**src/rtl/core/flas_pkg.sv**
```systemverilog
package flas_pkg;

    // Widths fixed by the interface
    localparam int TIMEOUT_BITS = 16;
    localparam int DEF_AGE_BITS = 16;
    localparam int CFG_INDEX_BITS = 1;

    localparam logic [TIMEOUT_BITS-1:0] TIMEOUT_RESET = 16'd50;

    // Configuration register indexes
    localparam logic [CFG_INDEX_BITS-1:0] REG_CMD_TIMEOUT  = 1'b0;
    localparam logic [CFG_INDEX_BITS-1:0] REG_STAT_TIMEOUT = 1'b1;

    // Input word kinds
    typedef enum logic [1:0] {
        ACT_TICK   = 2'd0,
        ACT_ARM    = 2'd1,
        ACT_STATUS = 2'd2,
        ACT_CMD    = 2'd3
    } action_t;

    // Command modes
    localparam logic [1:0] CMD_OTHER = 2'd0;
    localparam logic [1:0] CMD_ATT   = 2'd1;
    localparam logic [1:0] CMD_RATE  = 2'd2;

    // Bridge mode codes on the result word
    localparam logic [1:0] MODE_OFF    = 2'd0;
    localparam logic [1:0] MODE_AUTO   = 2'd1;
    localparam logic [1:0] MODE_MANUAL = 2'd2;

    // Feedback codes
    localparam logic [1:0] FB_NONE   = 2'd0;
    localparam logic [1:0] FB_MANUAL = 2'd1;
    localparam logic [1:0] FB_ATT    = 2'd2;
    localparam logic [1:0] FB_RATE   = 2'd3;

    // Refusal codes
    localparam logic [1:0] REF_NONE        = 2'd0;
    localparam logic [1:0] REF_CMD_TIMEOUT = 2'd1;
    localparam logic [1:0] REF_LINK        = 2'd2;
    localparam logic [1:0] REF_LOCKED      = 2'd3;

    // Setpoint kinds
    localparam logic [1:0] KIND_ZERO    = 2'd0;
    localparam logic [1:0] KIND_RATE    = 2'd1;
    localparam logic [1:0] KIND_ATT     = 2'd2;
    localparam logic [1:0] KIND_INVALID = 2'd3;

    // Supervisor state, one-hot
    typedef enum logic [2:0] {
        ST_OFF    = 3'b001,
        ST_AUTO   = 3'b010,
        ST_MANUAL = 3'b100
    } bridge_state_t;

    // One input word
    typedef struct packed {
        action_t    action;
        logic       arm_on;
        logic       status_offboard;
        logic       status_connected;
        logic       status_armed;
        logic       cmd_armed;
        logic [1:0] cmd_mode;
    } item_t;

    // One result word
    typedef struct packed {
        logic [1:0] bridge_mode;
        logic [1:0] feedback_mode;
        logic [1:0] refusal;
        logic       setpoint_sent;
        logic [1:0] setpoint_kind;
        logic       arm_controller;
    } result_t;

    // Map the one-hot state onto its external code
    function automatic logic [1:0] mode_code(input bridge_state_t st);
        logic [1:0] code;
        case (st)
            ST_AUTO:   code = MODE_AUTO;
            ST_MANUAL: code = MODE_MANUAL;
            default:   code = MODE_OFF;
        endcase
        return code;
    endfunction

endpackage

```
**src/rtl/core/flas_in_reg.sv**
```systemverilog
module flas_in_reg
    import flas_pkg::*;
(
    input  logic  aclk,
    input  logic  aresetn,
    input  logic  in_valid,
    output logic  in_ready,
    input  item_t in_item,
    input  logic  take,
    output logic  item_valid,
    output item_t item
);

    logic  valid_reg;
    logic  valid_next;
    item_t item_reg;

    // Accept a new word when empty or when the held word is consumed
    assign in_ready   = !valid_reg || take;
    assign valid_next = in_ready ? in_valid : valid_reg;

    always_ff @(posedge aclk) begin
        if (!aresetn) begin
            valid_reg <= 1'b0;
        end else begin
            valid_reg <= valid_next;
        end
    end

    // Load payload on accept, hold otherwise
    always_ff @(posedge aclk) begin
        if (in_ready && in_valid) begin
            item_reg <= in_item;
        end
    end

    assign item_valid = valid_reg;
    assign item       = item_reg;

endmodule

```
**src/rtl/core/flas_core.sv**
```systemverilog
module flas_core
    import flas_pkg::*;
#(
    parameter int AGE_BITS = DEF_AGE_BITS
) (
    input  logic                      aclk,
    input  logic                      aresetn,
    input  logic                      cfg_wr_en,
    input  logic [CFG_INDEX_BITS-1:0] cfg_index,
    input  logic [TIMEOUT_BITS-1:0]   cfg_wdata,
    input  logic                      step_en,
    input  item_t                     item,
    output result_t                   result
);

    localparam int CW = (AGE_BITS > TIMEOUT_BITS) ? AGE_BITS : TIMEOUT_BITS;
    localparam logic [AGE_BITS-1:0] AGE_MAX = {AGE_BITS{1'b1}};

    logic [TIMEOUT_BITS-1:0] cmd_to_reg;
    logic [TIMEOUT_BITS-1:0] stat_to_reg;

    bridge_state_t        state_reg, state_next;
    logic [1:0]           cmd_mode_reg, cmd_mode_next;
    logic [AGE_BITS-1:0]  cmd_age_reg, cmd_age_next;
    logic [AGE_BITS-1:0]  stat_age_reg, stat_age_next;
    logic                 link_reg, link_next;
    logic                 ctl_armed_reg, ctl_armed_next;
    logic                 ctl_offb_reg, ctl_offb_next;

    logic [AGE_BITS-1:0]  cmd_age_inc;
    logic [AGE_BITS-1:0]  stat_age_inc;
    logic [CW-1:0]        cmd_to_ext;
    logic [CW-1:0]        stat_to_ext;
    logic                 stale_now;
    logic                 bad_now;
    logic                 stale_tick;
    logic                 bad_tick;

    // Timeout registers
    always_ff @(posedge aclk) begin
        if (!aresetn) begin
            cmd_to_reg  <= TIMEOUT_RESET;
            stat_to_reg <= TIMEOUT_RESET;
        end else if (cfg_wr_en) begin
            case (cfg_index)
                REG_CMD_TIMEOUT:  cmd_to_reg  <= cfg_wdata;
                REG_STAT_TIMEOUT: stat_to_reg <= cfg_wdata;
                default: ;
            endcase
        end
    end

    // Saturating age bumps and timeout compares
    assign cmd_age_inc  = (cmd_age_reg == AGE_MAX) ? AGE_MAX : cmd_age_reg + 1'b1;
    assign stat_age_inc = (stat_age_reg == AGE_MAX) ? AGE_MAX : stat_age_reg + 1'b1;
    assign cmd_to_ext   = CW'(cmd_to_reg);
    assign stat_to_ext  = CW'(stat_to_reg);
    assign stale_now    = CW'(cmd_age_reg) > cmd_to_ext;
    assign bad_now      = (CW'(stat_age_reg) > stat_to_ext) || !link_reg;
    assign stale_tick   = CW'(cmd_age_inc) > cmd_to_ext;
    assign bad_tick     = (CW'(stat_age_inc) > stat_to_ext) || !link_reg;

    // Step logic for one word
    always_comb begin
        state_next     = state_reg;
        cmd_mode_next  = cmd_mode_reg;
        cmd_age_next   = cmd_age_reg;
        stat_age_next  = stat_age_reg;
        link_next      = link_reg;
        ctl_armed_next = ctl_armed_reg;
        ctl_offb_next  = ctl_offb_reg;
        result         = '0;

        case (item.action)
            ACT_TICK: begin
                cmd_age_next  = cmd_age_inc;
                stat_age_next = stat_age_inc;
                if (state_reg == ST_AUTO && (stale_tick || bad_tick)) begin
                    state_next = ST_OFF;
                end
            end
            ACT_ARM: begin
                if (!item.arm_on) begin
                    state_next = ST_OFF;
                end else if (stale_now) begin
                    result.refusal = REF_CMD_TIMEOUT;
                end else if (bad_now) begin
                    result.refusal = REF_LINK;
                end else begin
                    state_next = ST_AUTO;
                end
            end
            ACT_STATUS: begin
                ctl_offb_next  = item.status_offboard;
                link_next      = item.status_connected;
                ctl_armed_next = item.status_armed;
                stat_age_next  = '0;
                if (!item.status_offboard && state_reg == ST_AUTO) begin
                    state_next = ST_MANUAL;
                end else if (item.status_offboard && state_reg == ST_MANUAL) begin
                    state_next = ST_AUTO;
                end
            end
            default: begin
                cmd_age_next = '0;
                if (state_reg == ST_OFF) begin
                    if (item.cmd_armed) begin
                        result.refusal = REF_LOCKED;
                    end
                end else begin
                    result.arm_controller = item.cmd_armed && state_reg == ST_AUTO
                                            && !ctl_armed_reg;
                    result.setpoint_sent = 1'b1;
                    if (!item.cmd_armed) begin
                        result.setpoint_kind = KIND_ZERO;
                    end else if (item.cmd_mode == CMD_RATE) begin
                        result.setpoint_kind = KIND_RATE;
                    end else if (item.cmd_mode == CMD_ATT) begin
                        result.setpoint_kind = KIND_ATT;
                    end else begin
                        result.setpoint_kind = KIND_INVALID;
                    end
                    cmd_mode_next = (item.cmd_mode == CMD_ATT || item.cmd_mode == CMD_RATE)
                                    ? item.cmd_mode : CMD_OTHER;
                end
            end
        endcase

        // Report state and feedback after the update
        result.bridge_mode = mode_code(state_next);
        case (state_next)
            ST_MANUAL: result.feedback_mode = FB_MANUAL;
            ST_AUTO: begin
                if (cmd_mode_next == CMD_ATT) begin
                    result.feedback_mode = FB_ATT;
                end else if (cmd_mode_next == CMD_RATE) begin
                    result.feedback_mode = FB_RATE;
                end else begin
                    result.feedback_mode = FB_NONE;
                end
            end
            default: result.feedback_mode = FB_NONE;
        endcase
    end

    // Commit state only when a word is consumed
    always_ff @(posedge aclk) begin
        if (!aresetn) begin
            state_reg     <= ST_OFF;
            cmd_mode_reg  <= CMD_OTHER;
            cmd_age_reg   <= AGE_MAX;
            stat_age_reg  <= AGE_MAX;
            link_reg      <= 1'b0;
            ctl_armed_reg <= 1'b0;
            ctl_offb_reg  <= 1'b0;
        end else if (step_en) begin
            state_reg     <= state_next;
            cmd_mode_reg  <= cmd_mode_next;
            cmd_age_reg   <= cmd_age_next;
            stat_age_reg  <= stat_age_next;
            link_reg      <= link_next;
            ctl_armed_reg <= ctl_armed_next;
            ctl_offb_reg  <= ctl_offb_next;
        end
    end

endmodule

```
**src/rtl/core/flight_link_arming_supervisor.sv**
```systemverilog
// An accepted word is held in the input register, then its result in the result register.
// Throughput: one word per cycle, set by the input register and the result register
// both moving together whenever the result side takes or is empty.
// Reset (aresetn low, synchronous): state off, command mode none, both ages saturated,
// link and controller flags clear, both timeouts 50, no words held.
module flight_link_arming_supervisor
    import flas_pkg::*;
#(
    parameter int AGE_BITS = DEF_AGE_BITS
) (
    input  logic                      aclk,
    input  logic                      aresetn,
    // Configuration writes
    input  logic                      cfg_wr_en,
    input  logic [CFG_INDEX_BITS-1:0] cfg_index,
    input  logic [TIMEOUT_BITS-1:0]   cfg_wdata,
    // Input words
    input  logic                      s_tvalid,
    output logic                      s_tready,
    input  logic [7:0]                s_tdata,  // arm_on, status_offboard,
                                                // status_connected, status_armed,
                                                // cmd_armed, cmd_mode[1:0], pad
    input  logic [1:0]                s_tuser,  // action[1:0]
    // Result words
    output logic                      m_tvalid,
    input  logic                      m_tready,
    output logic [15:0]               m_tdata   // bridge_mode[1:0], feedback_mode[1:0],
                                                // refusal[1:0], setpoint_sent,
                                                // setpoint_kind[1:0], arm_controller, pad
);

    item_t   in_item;
    item_t   item;
    logic    item_valid;
    logic    take;
    result_t result;

    logic    out_valid_reg, out_valid_next;
    result_t out_reg;

    // Unpack the input word
    assign in_item.action           = action_t'(s_tuser);
    assign in_item.arm_on           = s_tdata[0];
    assign in_item.status_offboard  = s_tdata[1];
    assign in_item.status_connected = s_tdata[2];
    assign in_item.status_armed     = s_tdata[3];
    assign in_item.cmd_armed        = s_tdata[4];
    assign in_item.cmd_mode         = s_tdata[6:5];

    // Consume the held word when the result register can load
    assign take = item_valid && (!out_valid_reg || m_tready);

    flas_in_reg u_in_reg (
        .aclk       (aclk),
        .aresetn    (aresetn),
        .in_valid   (s_tvalid),
        .in_ready   (s_tready),
        .in_item    (in_item),
        .take       (take),
        .item_valid (item_valid),
        .item       (item)
    );

    flas_core #(
        .AGE_BITS (AGE_BITS)
    ) u_core (
        .aclk      (aclk),
        .aresetn   (aresetn),
        .cfg_wr_en (cfg_wr_en),
        .cfg_index (cfg_index),
        .cfg_wdata (cfg_wdata),
        .step_en   (take),
        .item      (item),
        .result    (result)
    );

    // Result register
    assign out_valid_next = take ? 1'b1 : (m_tready ? 1'b0 : out_valid_reg);

    always_ff @(posedge aclk) begin
        if (!aresetn) begin
            out_valid_reg <= 1'b0;
        end else begin
            out_valid_reg <= out_valid_next;
        end
    end

    always_ff @(posedge aclk) begin
        if (take) begin
            out_reg <= result;
        end
    end

    // Pack the result word
    assign m_tvalid = out_valid_reg;
    assign m_tdata  = {6'd0,
                       out_reg.arm_controller,
                       out_reg.setpoint_kind,
                       out_reg.setpoint_sent,
                       out_reg.refusal,
                       out_reg.feedback_mode,
                       out_reg.bridge_mode};

endmodule

```
**config.mk**
```make
export PLATFORM = sky130hd
export DESIGN_NAME = flight_link_arming_supervisor
export DESIGN_NICKNAME = d
export VERILOG_FILES = /design/src/rtl/core/flas_pkg.sv /design/src/rtl/core/flas_in_reg.sv /design/src/rtl/core/flas_core.sv /design/src/rtl/core/flight_link_arming_supervisor.sv
export SDC_FILE = /design/constraint.sdc
export NUM_CORES = 1
export LEC_CHECK = 0
export ABC_AREA = 1
export CAP_MARGIN = 20
export CORE_MARGIN = 2
export CORE_UTILIZATION = 64
export CTS_CLUSTER_SIZE = 20
export DETAILED_ROUTE_END_ITERATION = 16
export DONT_BUFFER_PORTS = 1
export PLACE_DENSITY = 0.8
export RECOVER_POWER = 100
export SLEW_MARGIN = 20
export SYNTH_ARGS = -nofsm -noshare
export SYNTH_HDL_FRONTEND = slang
export SYNTH_SLANG_ARGS = --single-unit
```
**constraint.sdc**
```tcl
create_clock -name aclk -period 3.7 [get_ports aclk]
set_input_delay 0 -clock aclk [delete_from_list [all_inputs] [get_ports aclk]]
set_output_delay 0 -clock aclk [all_outputs]
set_load 0.01 [all_outputs]
```
# After elaboration in Yosys (flattened, before gate mapping)

Index checks and enable logic that the tools add are counted.

Muxes and demuxes: 30
$add $sub $neg: 2
Equal/unequal tests: 13
Order comparisons: 4
Reduce and logical (&&, ||, !) cells: 32
Bitwise gates (word level): 3

Operators with widths:

| operator                | number |
|---|---|
| $gt A16 B16 Y1          | 4 |
| $pmux W16 S2            | 2 |
| $add A16 B1 Y16 const B | 2 |
| $eq A16 B16 Y1 const B  | 2 |
| $mux W16                | 2 |
| $mux W2                 | 12 |
| $mux W3                 | 6 |
| $pmux W2 S2             | 3 |
| $reduce_and A2 Y1       | 5 |
| $pmux W3 S3             | 1 |
| $logic_and A1 B1 Y1     | 7 |
| $eq A2 B1 Y1 const B    | 3 |
| $eq A2 B2 Y1 const B    | 3 |
| $eq A3 B2 Y1 const B    | 2 |
| $eq A3 B3 Y1 const B    | 2 |
| $logic_or A1 B1 Y1      | 6 |
| $reduce_or A6 Y1        | 1 |
| $logic_not A1 Y1        | 5 |
| $reduce_or A5 Y1        | 1 |
| $mux W4                 | 1 |
| $reduce_bool A2 Y1      | 2 |
| $reduce_or A2 Y1        | 2 |
| $reduce_or A4 Y1        | 1 |
| $eq A3 B1 Y1 const B    | 1 |
| other kinds (4)         | 8 |

Register bits: 92
Input port bits: 32
Word-level logic and storage cells: 108
Output and inout bits: 18

# Logic depth before layout (Yosys ltp)

Depth after elaboration: 10
Mapped depth: 27
Depth with buffers taken out: 27

# By module

From an unflattened synthesis, not the netlist that was laid out.

Cell total of the unflattened synthesis: 767
Area total of the unflattened synthesis: 5860.6 um^2

Modules (own cells, without submodules):

| module                        | seq. area each (um^2) | area each (um^2) | cells each | times used |
|---|---|---|---|---|
| flas_core                     | 1421.4                | 5138.7           | 727        | 1 |
| flight_link_arming_supervisor | 320.3                 | 400.4            | 24         | 1 |
| flas_in_reg                   | 290.3                 | 321.6            | 16         | 1 |

# Worst setup path after synthesis

Ideal clock, no wire load.

Kind: flip-flop to flip-flop
Start: reg u_core.cmd_age_reg[1]
End: reg out_reg, in the netlist m_tdata[2] (data pin)
Setup time: 0.254 ns
Required time: 3.446 ns
Clock period less this slack: 2.912 ns
Cell stages (with the launch flop): 24
Path buffers: 0
Setup slack: 0.788 ns
Data arrival time: 2.658 ns
Cell sequence: dfxtp_1 -> ha_1 -> nand3_1 -> nor3_2 -> inv_2 -> nor3_2 -> nand3_1 -> nor2_1 -> nand2_1 -> nand2_1 -> nand2_1 -> ha_1 -> nand2_1 -> nor3_1 -> nand3_1 -> nand2_1 -> nand3_1 -> nand2_1 -> nand2_1 -> nand2_1 -> nand2_1 -> nand2_1 -> nand3b_1 -> nand2_1

RTL lines:

| what                   | line                                | RTL |
|---|---|---|
| from (decl)            | flas_core.sv:24                     | `logic [AGE_BITS-1:0] cmd_age_reg, cmd_age_next;` |
| from (signal assigned) | flas_core.sv:159                    | `cmd_age_reg <= cmd_age_next;` |
| to (signal assigned)   | flight_link_arming_supervisor.sv:90 | `out_reg <= result;` |
| to (decl)              | flight_link_arming_supervisor.sv:39 | `result_t out_reg;` |

==> key figures <==
Drt
  – Drt drc: 0
  – First DRT Iteration DRCs: 335
  – TritonRoute pass-1 iters: 5
  – Avg WL per Cell: 15.6 um
  – Met2 WL: 6940 um
  – Vias: 5304
  – DRT antenna net count: 0
  – Met1 WL: 6180 um
  – Via density: 5.78
  – Routed wl met3: 910 um
  – Top layer in use: met4
  – Routed wire length: 14300 um

GRT
  – Overall global routing resource usage: 29.1%
  – Vias in the first global route: 4962
  – First-pass GRT wire length: 23300 um
  – Initial antenna violation count: 1
  – Remaining global-route overflow: 0
  – Pin count of the biggest net entering global routing: 59

Worst setup path
  – CP delay by family, top: simple AND/OR/NAND/NOR gates
  – CP max FO: 5
  – R2R Setup Slk: 0.24 ns
  – Largest stage delay on the critical path: 0.38 ns
  – CP Class: flop to flop
  – WP buf/inv: 2
  – Critical path arrival: 3.59 ns
  – Worst path slowest cell: dfxtp_4
  – Critical R2R Capture: m_tdata[2]
  – CP cell instances: ha_2 -> nand3_4 -> nor3_4 -> inv_2 -> nor3_4 -> inv_1 -> nor2_4 -> nand2_2 -> nand3_2 -> ha_1 -> a21oi_1 -> o21ai_0 -> a21oi_1 -> nand2_1 -> nand2_2 -> nand3_2 -> nand2_1 -> nand2_1 -> nand2_1 -> nand2_1 -> nand2_2 -> nand3b_1 -> nand2_1
  – Most frequent CP cell: nand2_1
  – Crit end category: flop
  – Worst R2R Path Depth: 23
  – Critical path required time: 3.84 ns
  – Worst R2R Start: u_core.cmd_age_reg[0]
  – Startpoint class of the critical path: flop

STA
  – Slew HR: -61.2%
  – Final Setup Violations: 0
  – Fin crit share: 93.4%
  – Final hold slack: 0.00966 ns
  – Final hold vios: 0
  – Final slew viol count: 59
  – Worst-Margin Slew: 2.42 ns
  – Max Clock Freq: 289 MHz
  – Final min period: 3.46 ns
  – Worst Skew: 0.0131 ns

Synthesis
  – Synth unique cells: 43
  – Top FF cell, synth: dfxtp_1
  – Synth Instances: 770
  – #FFs+latches synth: 92
  – Number of synthesized flops with an enable pin: 19
  – Sequential area share after synthesis: 35.0%
  – Syn Area/Cell: 7.54 sq um
  – Synthesized area: 0.00580 sq mm
  – Async set-reset flop share out of synthesis: 0%
  – Synthesis warning total: 0

Place
  – RD Place Congestion: 0.886
  – Final HPWL DP: 10000 um
  – PortBufs: 0

Clock network
  – H-tree levels: 3
  – CTS tree: done
  – Sink Count: 92
  – Number of CTS-inserted buffers: 9
  – Root Buffer: clkbuf_8
  – Clk pin slew, worst setup/hold paths: 0.10 ns
  – Clk_lat worst skew: 0.37 ns
  – Clk buf depth: 2

Floorplan
  – Die Footprint: 0.00984 sq mm
  – Die width: 99.2 um
  – IO Pins: 50
  – Initial Util: 66.2%
  – Rows: 34
  – Die Y: 99.2 um
  – CORE AREA: 0.00876 sq mm

Hold path
  – Min-Delay Endpoint: u_core.cmd_to_ext[1]
  – Worst hold-check path type: input port to flop
  – Hold depth: 3
  – Hold_sp: cfg_wr_en

Cells and area
  – Most common cell after layout, fill and taps aside: nand2_1
  – Layout Nets: 908
  – Fillers: 681
  – Area Growth Syn to Fin: 12.5%
  – # diodes: 0
  – Commonest non-fill, non-tap cells in the layout: nand2_1 (156), inv_1 (105), a21oi_1 (76)
  – Fraction of layout cells with a size suffix above 1: 9.02%

Flow run
  – Max Cap Viol: 1

Pwr
  – PD cells: 416 mW/mm^2
  – Cell leakage power: 3.11 nW
  – VDD IR-drop max: 0.000208 V
  – Total power draw: 0.00271 W

Outcome
  – Status: complete, but fails checks
  – Failing checks: capacitance limit, slew limit
## synth_stat cells, types with 6 or more instances
master / n / area, sq um
nand2_1: 160 / 601
inv_1: 102 / 383
a21oi_1: 76 / 380
dfxtp_1: 73 / 1460
ha_1: 72 / 901
o21ai_0: 53 / 265
nor2_1: 47 / 176
nand3_1: 33 / 165
a22oi_1: 24 / 180
edfxtp_1: 19 / 571
clkbuf_1: 13 / 48.8
nor3_1: 10 / 50.1
inv_2: 8 / 30.0
o211ai_1: 8 / 60.1
nand4_1: 7 / 43.8
buf_4: 6 / 45.0
nor2_2: 6 / 37.5
## tightest hold or removal path: cells and delay by family
| family | cells | cell delay (ns) |
|---|---|---|
| AOI/OAI and AO/OA | 1 | 0.18 |
| and+or+nand+nor | 1 | 0.13 |
| buffers and inverters | 1 | 0.03 |
## report_power, final
part | switching [W] | total (W) | internal [W]
sequential | 0.0000543 | 0.00114 | 0.00109
clock | 0.000369 | 0.000634 | 0.000265
combinational | 0.000575 | 0.000938 | 0.000363
## worst max-delay path by stage
stage            endpoint                  start  cells after the start
2_1_floorplan  m_tdata[2]  u_core.cmd_age_reg[1]                     23
4_1_cts        m_tdata[3]  u_core.cmd_age_reg[0]                     23
5_1_grt        m_tdata[2]  u_core.cmd_age_reg[0]                     25
3_3_place_gp   m_tdata[2]  u_core.cmd_age_reg[0]                     23
6_report       m_tdata[2]  u_core.cmd_age_reg[0]                     23
3_5_place_dp   m_tdata[2]  u_core.cmd_age_reg[1]                     23
## routing by layer
metal | vias to the layer above | GRT usage [%]
met1 | 2436 | 37.9
met4 | 0 | 9.48
met5 | - | 0
met2 | 188 | 49.6
met3 | 33 | 4.50
li1 | 2647 | -
## area by class of cell
cell class | count | area, sq um | area share [%]
Multi-Input combinational cell | 552 | 3380 | 51.8
Sequential cell | 92 | 2050 | 31.4
Tap cell | 108 | 135 | 2.07
Clock buffer | 11 | 141 | 2.17
Inverter | 110 | 413 | 6.33
Clock inverter | 5 | 36.3 | 0.556
Timing Repair Buffer | 39 | 374 | 5.73
## timing repair
| action | in CTS | in global routing |
|---|---|---|
| hold buffers | 35 | 0 |
| buffers inserted | 0 | 3 |
| hold endpoints to repair | 69 | 0 |
| setup endpoints to repair | 0 | 6 |
| gates resized for setup | 0 | 35 |
## through the flow
stage	area, sq um	instances	setup slack [ns]	TNS [ns]	util, %
after floorplan	5820	775	0.788	0	-
after global placement	5860	862	0.329	0	66.8
after detailed placement	5860	862	0.171	0	66.8
after CTS	6390	913	0.121	0	73.0
after global routing	6530	917	-0.0154	-0.0311	74.5
final	6530	917	0.243	0	74.5
## logic make-up after synthesis
logic type / share of synthesized area (%)
flip-flops: 35.0
buffers and inverters: 8.99
other: 0.0646
adder cells (fa/ha/maj): 15.5
XOR/XNOR: 0.755
AND/OR/NAND/NOR: 22.8
AO/OA/AOI/OAI: 16.9
No activity file was read; power rests on OpenSTA's default activity.
